## config.mk

```make
export PLATFORM = sky130hd
export DESIGN_NAME = packed_bitfield_store
export DESIGN_NICKNAME = d
export VERILOG_FILES = /design/src/rtl/core/pbs_pkg.sv /design/src/rtl/core/pbs_ram.sv /design/src/rtl/core/packed_bitfield_store.sv
export SDC_FILE = /design/constraint.sdc
export NUM_CORES = 2
export LEC_CHECK = 0
export BUFFER_PORTS_ARGS = -buffer_cell sky130_fd_sc_hd__buf_2
export CAP_MARGIN = 15
export CELL_PAD_IN_SITES_DETAIL_PLACEMENT = 0
export CELL_PAD_IN_SITES_GLOBAL_PLACEMENT = 2
export CORE_MARGIN = 3
export CORE_UTILIZATION = 40
export DETAILED_ROUTE_END_ITERATION = 12
export PLACE_DENSITY_LB_ADDON = 0.1
export SYNTH_ARGS = -nofsm -noshare
export SYNTH_HDL_FRONTEND = slang
export SYNTH_HIERARCHICAL = 1
export SYNTH_SLANG_ARGS = --single-unit
```

## constraint.sdc

```tcl
create_clock -name clk -period 12.4 [get_ports clk]
set_input_delay 0.62 -clock clk [delete_from_list [all_inputs] [get_ports clk]]
set_output_delay 0.62 -clock clk [all_outputs]
set_load 0.05 [all_outputs]
```

## src/rtl/core/pbs_pkg.sv

```systemverilog
package pbs_pkg;

  localparam int WORD_W  = 16;
  localparam int PAIR_W  = 32;
  localparam int OFF_W   = 4;
  localparam int WIU_W   = 7;

  // request kinds
  localparam logic [1:0] KIND_FIELD_READ  = 2'd0;
  localparam logic [1:0] KIND_FIELD_WRITE = 2'd1;
  localparam logic [1:0] KIND_WORD_READ   = 2'd2;
  localparam logic [1:0] KIND_WORD_WRITE  = 2'd3;

  // register index of words_in_use (paddr[2])
  localparam logic REG_WORDS_IN_USE = 1'b0;

  typedef struct packed {
    logic [1:0]  kind;
    logic [9:0]  bit_position;
    logic [4:0]  field_width;
    logic [5:0]  word_index;
    logic [15:0] write_value;
  } in_req_t;

  typedef struct packed {
    logic [15:0] read_data;
    logic        range_error;
  } out_rsp_t;

endpackage

```

## src/rtl/core/pbs_ram.sv

```systemverilog
module pbs_ram #(
  parameter int WIDTH = 16,
  parameter int DEPTH = 32
) (
  input  logic                                   clk,
  input  logic                                   we,
  input  logic [(DEPTH > 1 ? $clog2(DEPTH) : 1)-1:0] waddr,
  input  logic [WIDTH-1:0]                       wdata,
  input  logic                                   re,
  input  logic [(DEPTH > 1 ? $clog2(DEPTH) : 1)-1:0] raddr,
  output logic [WIDTH-1:0]                       rdata
);

  logic [WIDTH-1:0] mem [DEPTH];

  // read-first on a same-address collision
  always_ff @(posedge clk) begin
    if (we) begin
      mem[waddr] <= wdata;
    end
    if (re) begin
      rdata <= mem[raddr];
    end
  end

endmodule

```

## src/rtl/core/packed_bitfield_store.sv

```systemverilog
// packed_bitfield_store: a bit string of NUM_WORDS 16-bit words, packed MSB
// first (bit 0 is the MSB of word 0). Each request is a field read, field
// write (1 to 16 bits at any bit position, possibly straddling two words),
// word read or word write. Anything reaching past min(words_in_use,
// NUM_WORDS) returns range_error: writes are dropped, reads give zero.
// Rate: one request per cycle sustained while out_ready is high; a request
// passes the s_* request stage, then the result register. Storage is split
// into an even-word bank and an odd-word bank, so both words of a straddling
// field are read and written in the same cycle; back-to-back read-modify-
// writes are covered by a one-entry write bypass per bank. After reset a
// clearing pass zeroes the store with in_ready low; configuration writes
// are accepted throughout. Config: words_in_use at byte address 0.
module packed_bitfield_store #(
  parameter int NUM_WORDS = 64
) (
  input  logic             clk,
  input  logic             rst,
  input  logic             in_valid,
  output logic             in_ready,
  input  pbs_pkg::in_req_t in_req,
  output logic             out_valid,
  input  logic             out_ready,
  output pbs_pkg::out_rsp_t out_rsp,
  input  logic             psel,
  input  logic             penable,
  input  logic             pwrite,
  input  logic [2:0]       paddr,
  input  logic [31:0]      pwdata,
  output logic [31:0]      prdata,
  output logic             pready
);

  localparam int BANK_DEPTH = (NUM_WORDS + 1) / 2;
  localparam int RW         = BANK_DEPTH > 1 ? $clog2(BANK_DEPTH) : 1;

  // ---------------- configuration ----------------
  logic [pbs_pkg::WIU_W-1:0] words_in_use;

  assign pready = 1'b1;

  always_ff @(posedge clk) begin
    if (rst) begin
      words_in_use <= pbs_pkg::WIU_W'(64);
    end else if (psel && penable && pwrite && paddr[2] == pbs_pkg::REG_WORDS_IN_USE) begin
      words_in_use <= pwdata[pbs_pkg::WIU_W-1:0];
    end
  end

  assign prdata = (paddr[2] == pbs_pkg::REG_WORDS_IN_USE) ?
                  {{(32 - pbs_pkg::WIU_W){1'b0}}, words_in_use} : 32'd0;

  // ---------------- clearing pass ----------------
  logic          clearing;
  logic [RW-1:0] clr_row;

  always_ff @(posedge clk) begin
    if (rst) begin
      clearing <= 1'b1;
      clr_row  <= '0;
    end else if (clearing) begin
      clr_row <= clr_row + RW'(1);
      if (clr_row == RW'(BANK_DEPTH - 1)) begin
        clearing <= 1'b0;
      end
    end
  end

  // ---------------- request stage ----------------
  // s_* holds the accepted request while the banks return its words.
  logic             s_valid;
  pbs_pkg::in_req_t s_req;
  logic [5:0]       s_first;
  logic [RW-1:0]    s_even_row;
  logic [RW-1:0]    s_odd_row;

  logic          advance;
  logic          accept;
  logic [5:0]    a_first;
  logic [6:0]    a_first_ext;
  logic [6:0]    a_even_row7;
  logic [RW-1:0] a_even_row;
  logic [RW-1:0] a_odd_row;

  assign advance  = s_valid && (!out_valid || out_ready);
  assign in_ready = !clearing && (!s_valid || advance);
  assign accept   = in_valid && in_ready;

  // word accesses use word_index as the first word, fields the word of bit_position
  assign a_first     = in_req.kind[1] ? in_req.word_index : in_req.bit_position[9:4];
  assign a_first_ext = {1'b0, a_first};
  // even bank holds first or first+1, whichever is even
  assign a_even_row7 = (a_first_ext + {6'd0, a_first[0]}) >> 1;
  assign a_even_row  = RW'(a_even_row7[5:0]);
  assign a_odd_row   = RW'(a_first[5:1]);

  always_ff @(posedge clk) begin
    if (rst) begin
      s_valid <= 1'b0;
    end else if (accept) begin
      s_valid <= 1'b1;
    end else if (advance) begin
      s_valid <= 1'b0;
    end
  end

  always_ff @(posedge clk) begin
    if (accept) begin
      s_req      <= in_req;
      s_first    <= a_first;
      s_even_row <= a_even_row;
      s_odd_row  <= a_odd_row;
    end
  end

  // ---------------- banks ----------------
  logic                      e_we, o_we;
  logic [RW-1:0]             e_waddr, o_waddr;
  logic [pbs_pkg::WORD_W-1:0] e_wdata, o_wdata;
  logic [pbs_pkg::WORD_W-1:0] e_rdata, o_rdata;

  pbs_ram #(.WIDTH(pbs_pkg::WORD_W), .DEPTH(BANK_DEPTH)) u_even (
    .clk   (clk),
    .we    (e_we),
    .waddr (e_waddr),
    .wdata (e_wdata),
    .re    (accept),
    .raddr (a_even_row),
    .rdata (e_rdata)
  );

  pbs_ram #(.WIDTH(pbs_pkg::WORD_W), .DEPTH(BANK_DEPTH)) u_odd (
    .clk   (clk),
    .we    (o_we),
    .waddr (o_waddr),
    .wdata (o_wdata),
    .re    (accept),
    .raddr (a_odd_row),
    .rdata (o_rdata)
  );

  // last write per bank; always the newest value at that row
  logic                       fe_valid, fo_valid;
  logic [RW-1:0]              fe_row, fo_row;
  logic [pbs_pkg::WORD_W-1:0] fe_data, fo_data;

  logic [pbs_pkg::WORD_W-1:0] even_word, odd_word;

  assign even_word = (fe_valid && fe_row == s_even_row) ? fe_data : e_rdata;
  assign odd_word  = (fo_valid && fo_row == s_odd_row)  ? fo_data : o_rdata;

  // ---------------- compute ----------------
  logic [pbs_pkg::WORD_W-1:0] w_first, w_second;
  logic [4:0]                 fw;
  logic [pbs_pkg::OFF_W-1:0]  off;
  logic [10:0]                last_bit;
  logic [6:0]                 last_word;
  logic                       straddle;
  logic [5:0]                 shift6;
  logic [4:0]                 shift;
  logic [pbs_pkg::PAIR_W-1:0] pair, mask, pmask, new_pair, shifted;
  logic                       field_err, word_err, err;
  logic                       we_first, we_second;
  logic [pbs_pkg::WORD_W-1:0] new_first, new_second;
  pbs_pkg::out_rsp_t          rsp;

  assign w_first  = s_first[0] ? odd_word  : even_word;
  assign w_second = s_first[0] ? even_word : odd_word;

  assign fw        = (s_req.field_width > 5'd16) ? 5'd16 : s_req.field_width;
  assign off       = s_req.bit_position[3:0];
  assign last_bit  = {1'b0, s_req.bit_position} + ((fw == 5'd0) ? 11'd0 : 11'(fw - 5'd1));
  assign last_word = last_bit[10:4];
  assign straddle  = ({1'b0, off} + fw) > 5'd16;

  // at least 1 and at most 31 for a nonzero width
  assign shift6 = 6'd32 - {1'b0, fw} - {2'b0, off};
  assign shift  = shift6[4:0];

  assign pair     = {w_first, straddle ? w_second : 16'd0};
  assign mask     = (32'd1 << fw) - 32'd1;
  assign pmask    = mask << shift;
  assign shifted  = pair >> shift;
  assign new_pair = (pair & ~pmask) | (({16'd0, s_req.write_value} & mask) << shift);

  assign field_err = (last_word >= words_in_use) || (int'(last_word) >= NUM_WORDS);
  assign word_err  = ({1'b0, s_req.word_index} >= words_in_use) ||
                     (int'(s_req.word_index) >= NUM_WORDS);

  always_comb begin
    rsp.read_data = '0;
    err           = 1'b0;
    we_first      = 1'b0;
    we_second     = 1'b0;
    new_first     = new_pair[31:16];
    new_second    = new_pair[15:0];
    unique case (s_req.kind)
      pbs_pkg::KIND_FIELD_READ: begin
        err = field_err;
        if (!field_err && fw != 5'd0) begin
          rsp.read_data = shifted[15:0] & mask[15:0];
        end
      end
      pbs_pkg::KIND_FIELD_WRITE: begin
        err       = field_err;
        we_first  = !field_err && fw != 5'd0;
        we_second = !field_err && fw != 5'd0 && straddle;
      end
      pbs_pkg::KIND_WORD_READ: begin
        err = word_err;
        if (!word_err) begin
          rsp.read_data = w_first;
        end
      end
      pbs_pkg::KIND_WORD_WRITE: begin
        err       = word_err;
        we_first  = !word_err;
        new_first = s_req.write_value;
      end
      default: begin
        err = 1'b0;
      end
    endcase
    rsp.range_error = err;
  end

  // ---------------- write-back ----------------
  logic st_e_we, st_o_we;
  logic [pbs_pkg::WORD_W-1:0] st_e_data, st_o_data;

  assign st_e_we   = advance && (s_first[0] ? we_second : we_first);
  assign st_o_we   = advance && (s_first[0] ? we_first  : we_second);
  assign st_e_data = s_first[0] ? new_second : new_first;
  assign st_o_data = s_first[0] ? new_first  : new_second;

  assign e_we    = clearing || st_e_we;
  assign o_we    = clearing || st_o_we;
  assign e_waddr = clearing ? clr_row : s_even_row;
  assign o_waddr = clearing ? clr_row : s_odd_row;
  assign e_wdata = clearing ? '0 : st_e_data;
  assign o_wdata = clearing ? '0 : st_o_data;

  always_ff @(posedge clk) begin
    if (rst) begin
      fe_valid <= 1'b0;
      fo_valid <= 1'b0;
    end else begin
      if (st_e_we) begin
        fe_valid <= 1'b1;
      end
      if (st_o_we) begin
        fo_valid <= 1'b1;
      end
    end
  end

  always_ff @(posedge clk) begin
    if (st_e_we) begin
      fe_row  <= s_even_row;
      fe_data <= st_e_data;
    end
    if (st_o_we) begin
      fo_row  <= s_odd_row;
      fo_data <= st_o_data;
    end
  end

  // ---------------- result register ----------------
  always_ff @(posedge clk) begin
    if (rst) begin
      out_valid <= 1'b0;
    end else if (advance) begin
      out_valid <= 1'b1;
    end else if (out_ready) begin
      out_valid <= 1'b0;
    end
  end

  always_ff @(posedge clk) begin
    if (advance) begin
      out_rsp <= rsp;
    end
  end

endmodule

```

==> flow_summary_export.csv <==
group,metric,value,unit
route,first_iter_violations,3354,
clock_tree,hold_buffers,26,
finish,drive_above_1_share,0.143,
synthesis,synth_area,55300,sq um
global_route,grt.total_usage,0.239,
synthesis,syn_inst,3867,
synthesis,ys.warnings.count,6,
power,cellPowerDensity,142,nW/um^2
synthesis,synth_top_area_frac,0.633,
flow_run,drv_cap,0,
die,initial_core_util,0.406,
route,vias,34606,
clock_tree,postCtsSetupBuffers,0,
global_route,overflow,0,
die,io-pin-count,133,
clock_tree,clk_pin_slew,0.06,ns
clock_tree,cts_htree_levels,4,
place,buffer_ports.inserted,79,
clock_tree,clk-insertion-delay-late,0.78,ns
worst_setup_path,path_delay_family,"simple AND/OR/NAND/NOR gates",
sta,final.setup.tns,0,ns
worst_setup_path,criticalPathCategory,"reg2reg",
worst_setup_path,critPathBufInv,3,
finish,nFillCells,12072,
die,dieArea,143000,sq um
power,leakagePower,20.8,nW
worst_setup_path,worst_path_largest_cell_delay,0.98,ns
worst_setup_path,crit_fanout,50,
synthesis,yosys.area.top_type,"edfxtp_1",
die,die_width,378,um
finish,syn2layout_area_growth,12.1,%
place,postPlaceCellArea,57500,sq um
clock_tree,cts_tree,"built",
route,drc,0,
place,gp_congestion,0.949,
sta,hold_violations,0,
global_route,grt_pass1_vias,32968,
synthesis,ys_seq_elements,1182,
clock_tree,cts_resized,0,
global_route,antenna_found_initial,4,
worst_setup_path,worstPathRequired,12.78,ns
synthesis,yosysMostFrequentCell,"edfxtp_1",
sta,worst_slew_pin_slew,1.21,ns
clock_tree,cts_sinks,1182,
synthesis,synth_commonest_cells,"1165 x edfxtp_1, 587 x mux2i_1, 199 x nor2_1",
clock_tree,cts_buffer_depth,3,
sta,setup_slack,3.70,ns
synthesis,syn_avg_cell_area,14.3,sq um
clock_tree,cts_buffers,133,
clock_tree,clockRootBuffer,"clkbuf_16",
sta,finalClockSkew,0.0538,ns
global_route,grt_max_degree,67,
die,rows,135,
sta,slew_headroom,0.188,
route,drtAntennaViolNets,0,
die,dieHeight,378,um
sta,setup_violations,0,
worst_setup_path,start_kind,"flip-flop",
sta,grt_setup_unrepaired,"false",
finish,finalInstanceArea,62000,sq um
sta,drv_slew,0,
place,dp.final_hpwl,112000,um
route,drt_first_pass_iters,5,
power,ir_drop,107,uV
global_route,grt_pass1_wl,245000,um
synthesis,synthFlopType,"edfxtp_1",
route,wirelength,172000,um
synthesis,synth.distinct_cells,120,
synthesis,synth_edf_count,1165,
synthesis,seq_area_frac_synth,0.639,
worst_setup_path,cp.arrival,9.08,ns
sta,post-route-period-util,0.702,
route,viasPerCell,5.89,
sta,min_period,8.70,ns
die,core_area,136000,sq um
hold_path,hold_path_class,"in2reg",
synthesis,synthTopCellsByArea,"edfxtp_1 63%, mux2i_1 11%, a22oi_1 1.8%",
synthesis,async_reset_ff_frac,0,
sta,max_freq,115,MHz
worst_setup_path,cp-end-kind,"flip-flop",
place,pre_cts_ws,3.60,ns
worst_setup_path,cp_slowest_cell,"nor2_2",
finish,nets,4118,
route,wire_per_inst,29.3,um
run_status,status,"finished clean",
==> state kept, by name, summed over array words and instances (netlist names), 7 cells and up <==
name,flops
out_rsp,17
u_odd/rdata,16
u_even/mem,512
words_in_use,7
fo_data,16
u_even/rdata,16
s_req,35
fe_data,16
u_odd/mem,512
==> cell type report <==
| type | count | area (sq um) | share of cell area |
|---|---|---|---|
| inverter | 52 | 195 | 0.00315 |
| clock buffer | 166 | 3450 | 0.0557 |
| clock inverter | 67 | 718 | 0.0116 |
| timing repair buffer | 244 | 1710 | 0.0275 |
| tap | 1781 | 2230 | 0.0359 |
| antenna | 3 | 7.51 | 0.000121 |
| multi-input combinational | 2380 | 18400 | 0.296 |
| sequential | 1182 | 35300 | 0.570 |
==> worst register-to-register path: stages (launching register included) <==
cell and delay, ns:
edfxtp_1 0.33, buf_4 0.44, inv_1 0.39, nand2_1 0.29, ha_1 0.18, buf_4 0.28, nor4b_4 0.67, nor2_1 0.09
ha_1 0.30, a41o_1 0.20, a21oi_1 0.34, nor2b_1 0.09, nor2_1 0.17, nor2b_1 0.07, nor2_1 0.12, xnor2_1 0.15
ha_1 0.26, a21o_1 0.16, a21o_1 0.18, a211oi_1 0.24, o21ai_0 0.25, nor4_1 0.53, a21oi_1 0.24, o21ai_0 0.69
nand3b_1 0.69, nor2_2 0.99
==> per-layer routing <==
layer / track usage / wire length [um] / part of all wire / vias up
met5: 0 / 0 / 0 / -
met4: 0.0776 / 5490 / 0.032 / 0
met3: 0.0361 / 10100 / 0.059 / 275
met2: 0.355 / 76500 / 0.44 / 1163
met1: 0.357 / 80100 / 0.47 / 17640
li1: - / - / - / 15528
==> metrics by stage <==
step	power, mW	hold WS [ns]	util	std cells
5_1_grt	9.10	0.0269	0.455	5872
3_3_place_gp	5.12	0.446	0.422	5612
2_1_floorplan	4.95	0.435	-	3891
6_report	8.79	0.0665	0.455	5875
4_1_cts	8.90	0.00134	0.455	5871
3_5_place_dp	5.12	0.453	0.422	5612
==> path summary, 6_finish.rpt <==
| path | slack [ns] | endpoint | cells after the start | from |
|---|---|---|---|---|
| max | 3.70 | u_even/mem[1][1] | 25 | s_req[26] |
| min | 0.07 | s_req[15] | 1 | in_req[15] |
| max reg2reg | 3.70 | u_even/mem[1][1] | 25 | s_req[26] |
| min reg2reg | 0.47 | words_in_use[6] | 1 | words_in_use[6] |
==> placed cells by master, fill, tap and decap left out, drive strengths merged, types with 12 or more instances in the layout <==
cell type / n
nand3: 119
clkinv: 57
a21oi: 145
a22oi: 136
a31oi: 60
o32ai: 18
a22o: 72
a211o: 13
buf: 218
clkbuf: 166
nand2: 196
conb: 26
ha: 42
a211oi: 36
mux4: 39
o21ai: 98
nor3: 73
a21o: 13
o221ai: 12
mux2i: 587
edfxtp: 1165
o22ai: 20
nor2b: 17
o21a: 12
or3: 30
dlygate4sd3: 26
nor2: 203
dfxtp: 17
nand4: 42
xnor2: 24
and2: 32
mux2: 33
o31ai: 15
inv: 55
o211ai: 25
nand2b: 16
==> cell families (layout without fill, tap and decap cells) <==
| family | count (synthesis) | count (layout) | share of synthesized area |
|---|---|---|---|
| compound gates | 815 | 815 | 0.106 |
| xor+xnor | 34 | 34 | 0.00538 |
| fa+ha+maj | 45 | 45 | 0.0104 |
| buf+inv | 329 | 529 | 0.0386 |
| flops | 1182 | 1182 | 0.639 |
| mux | 659 | 659 | 0.129 |
| other cells | 2 | 29 | 0.000136 |
| simple gates | 801 | 801 | 0.0718 |
==> where the power goes <==
part           switching [mW]  internal (mW)  leakage, nW
combinational           0.439          0.216         8.90
clock                    1.63           2.11         2.01
sequential            0.00911           4.38         9.91
total                    2.08           6.71         20.8
No activity file was read; power rests on OpenSTA's default activity.
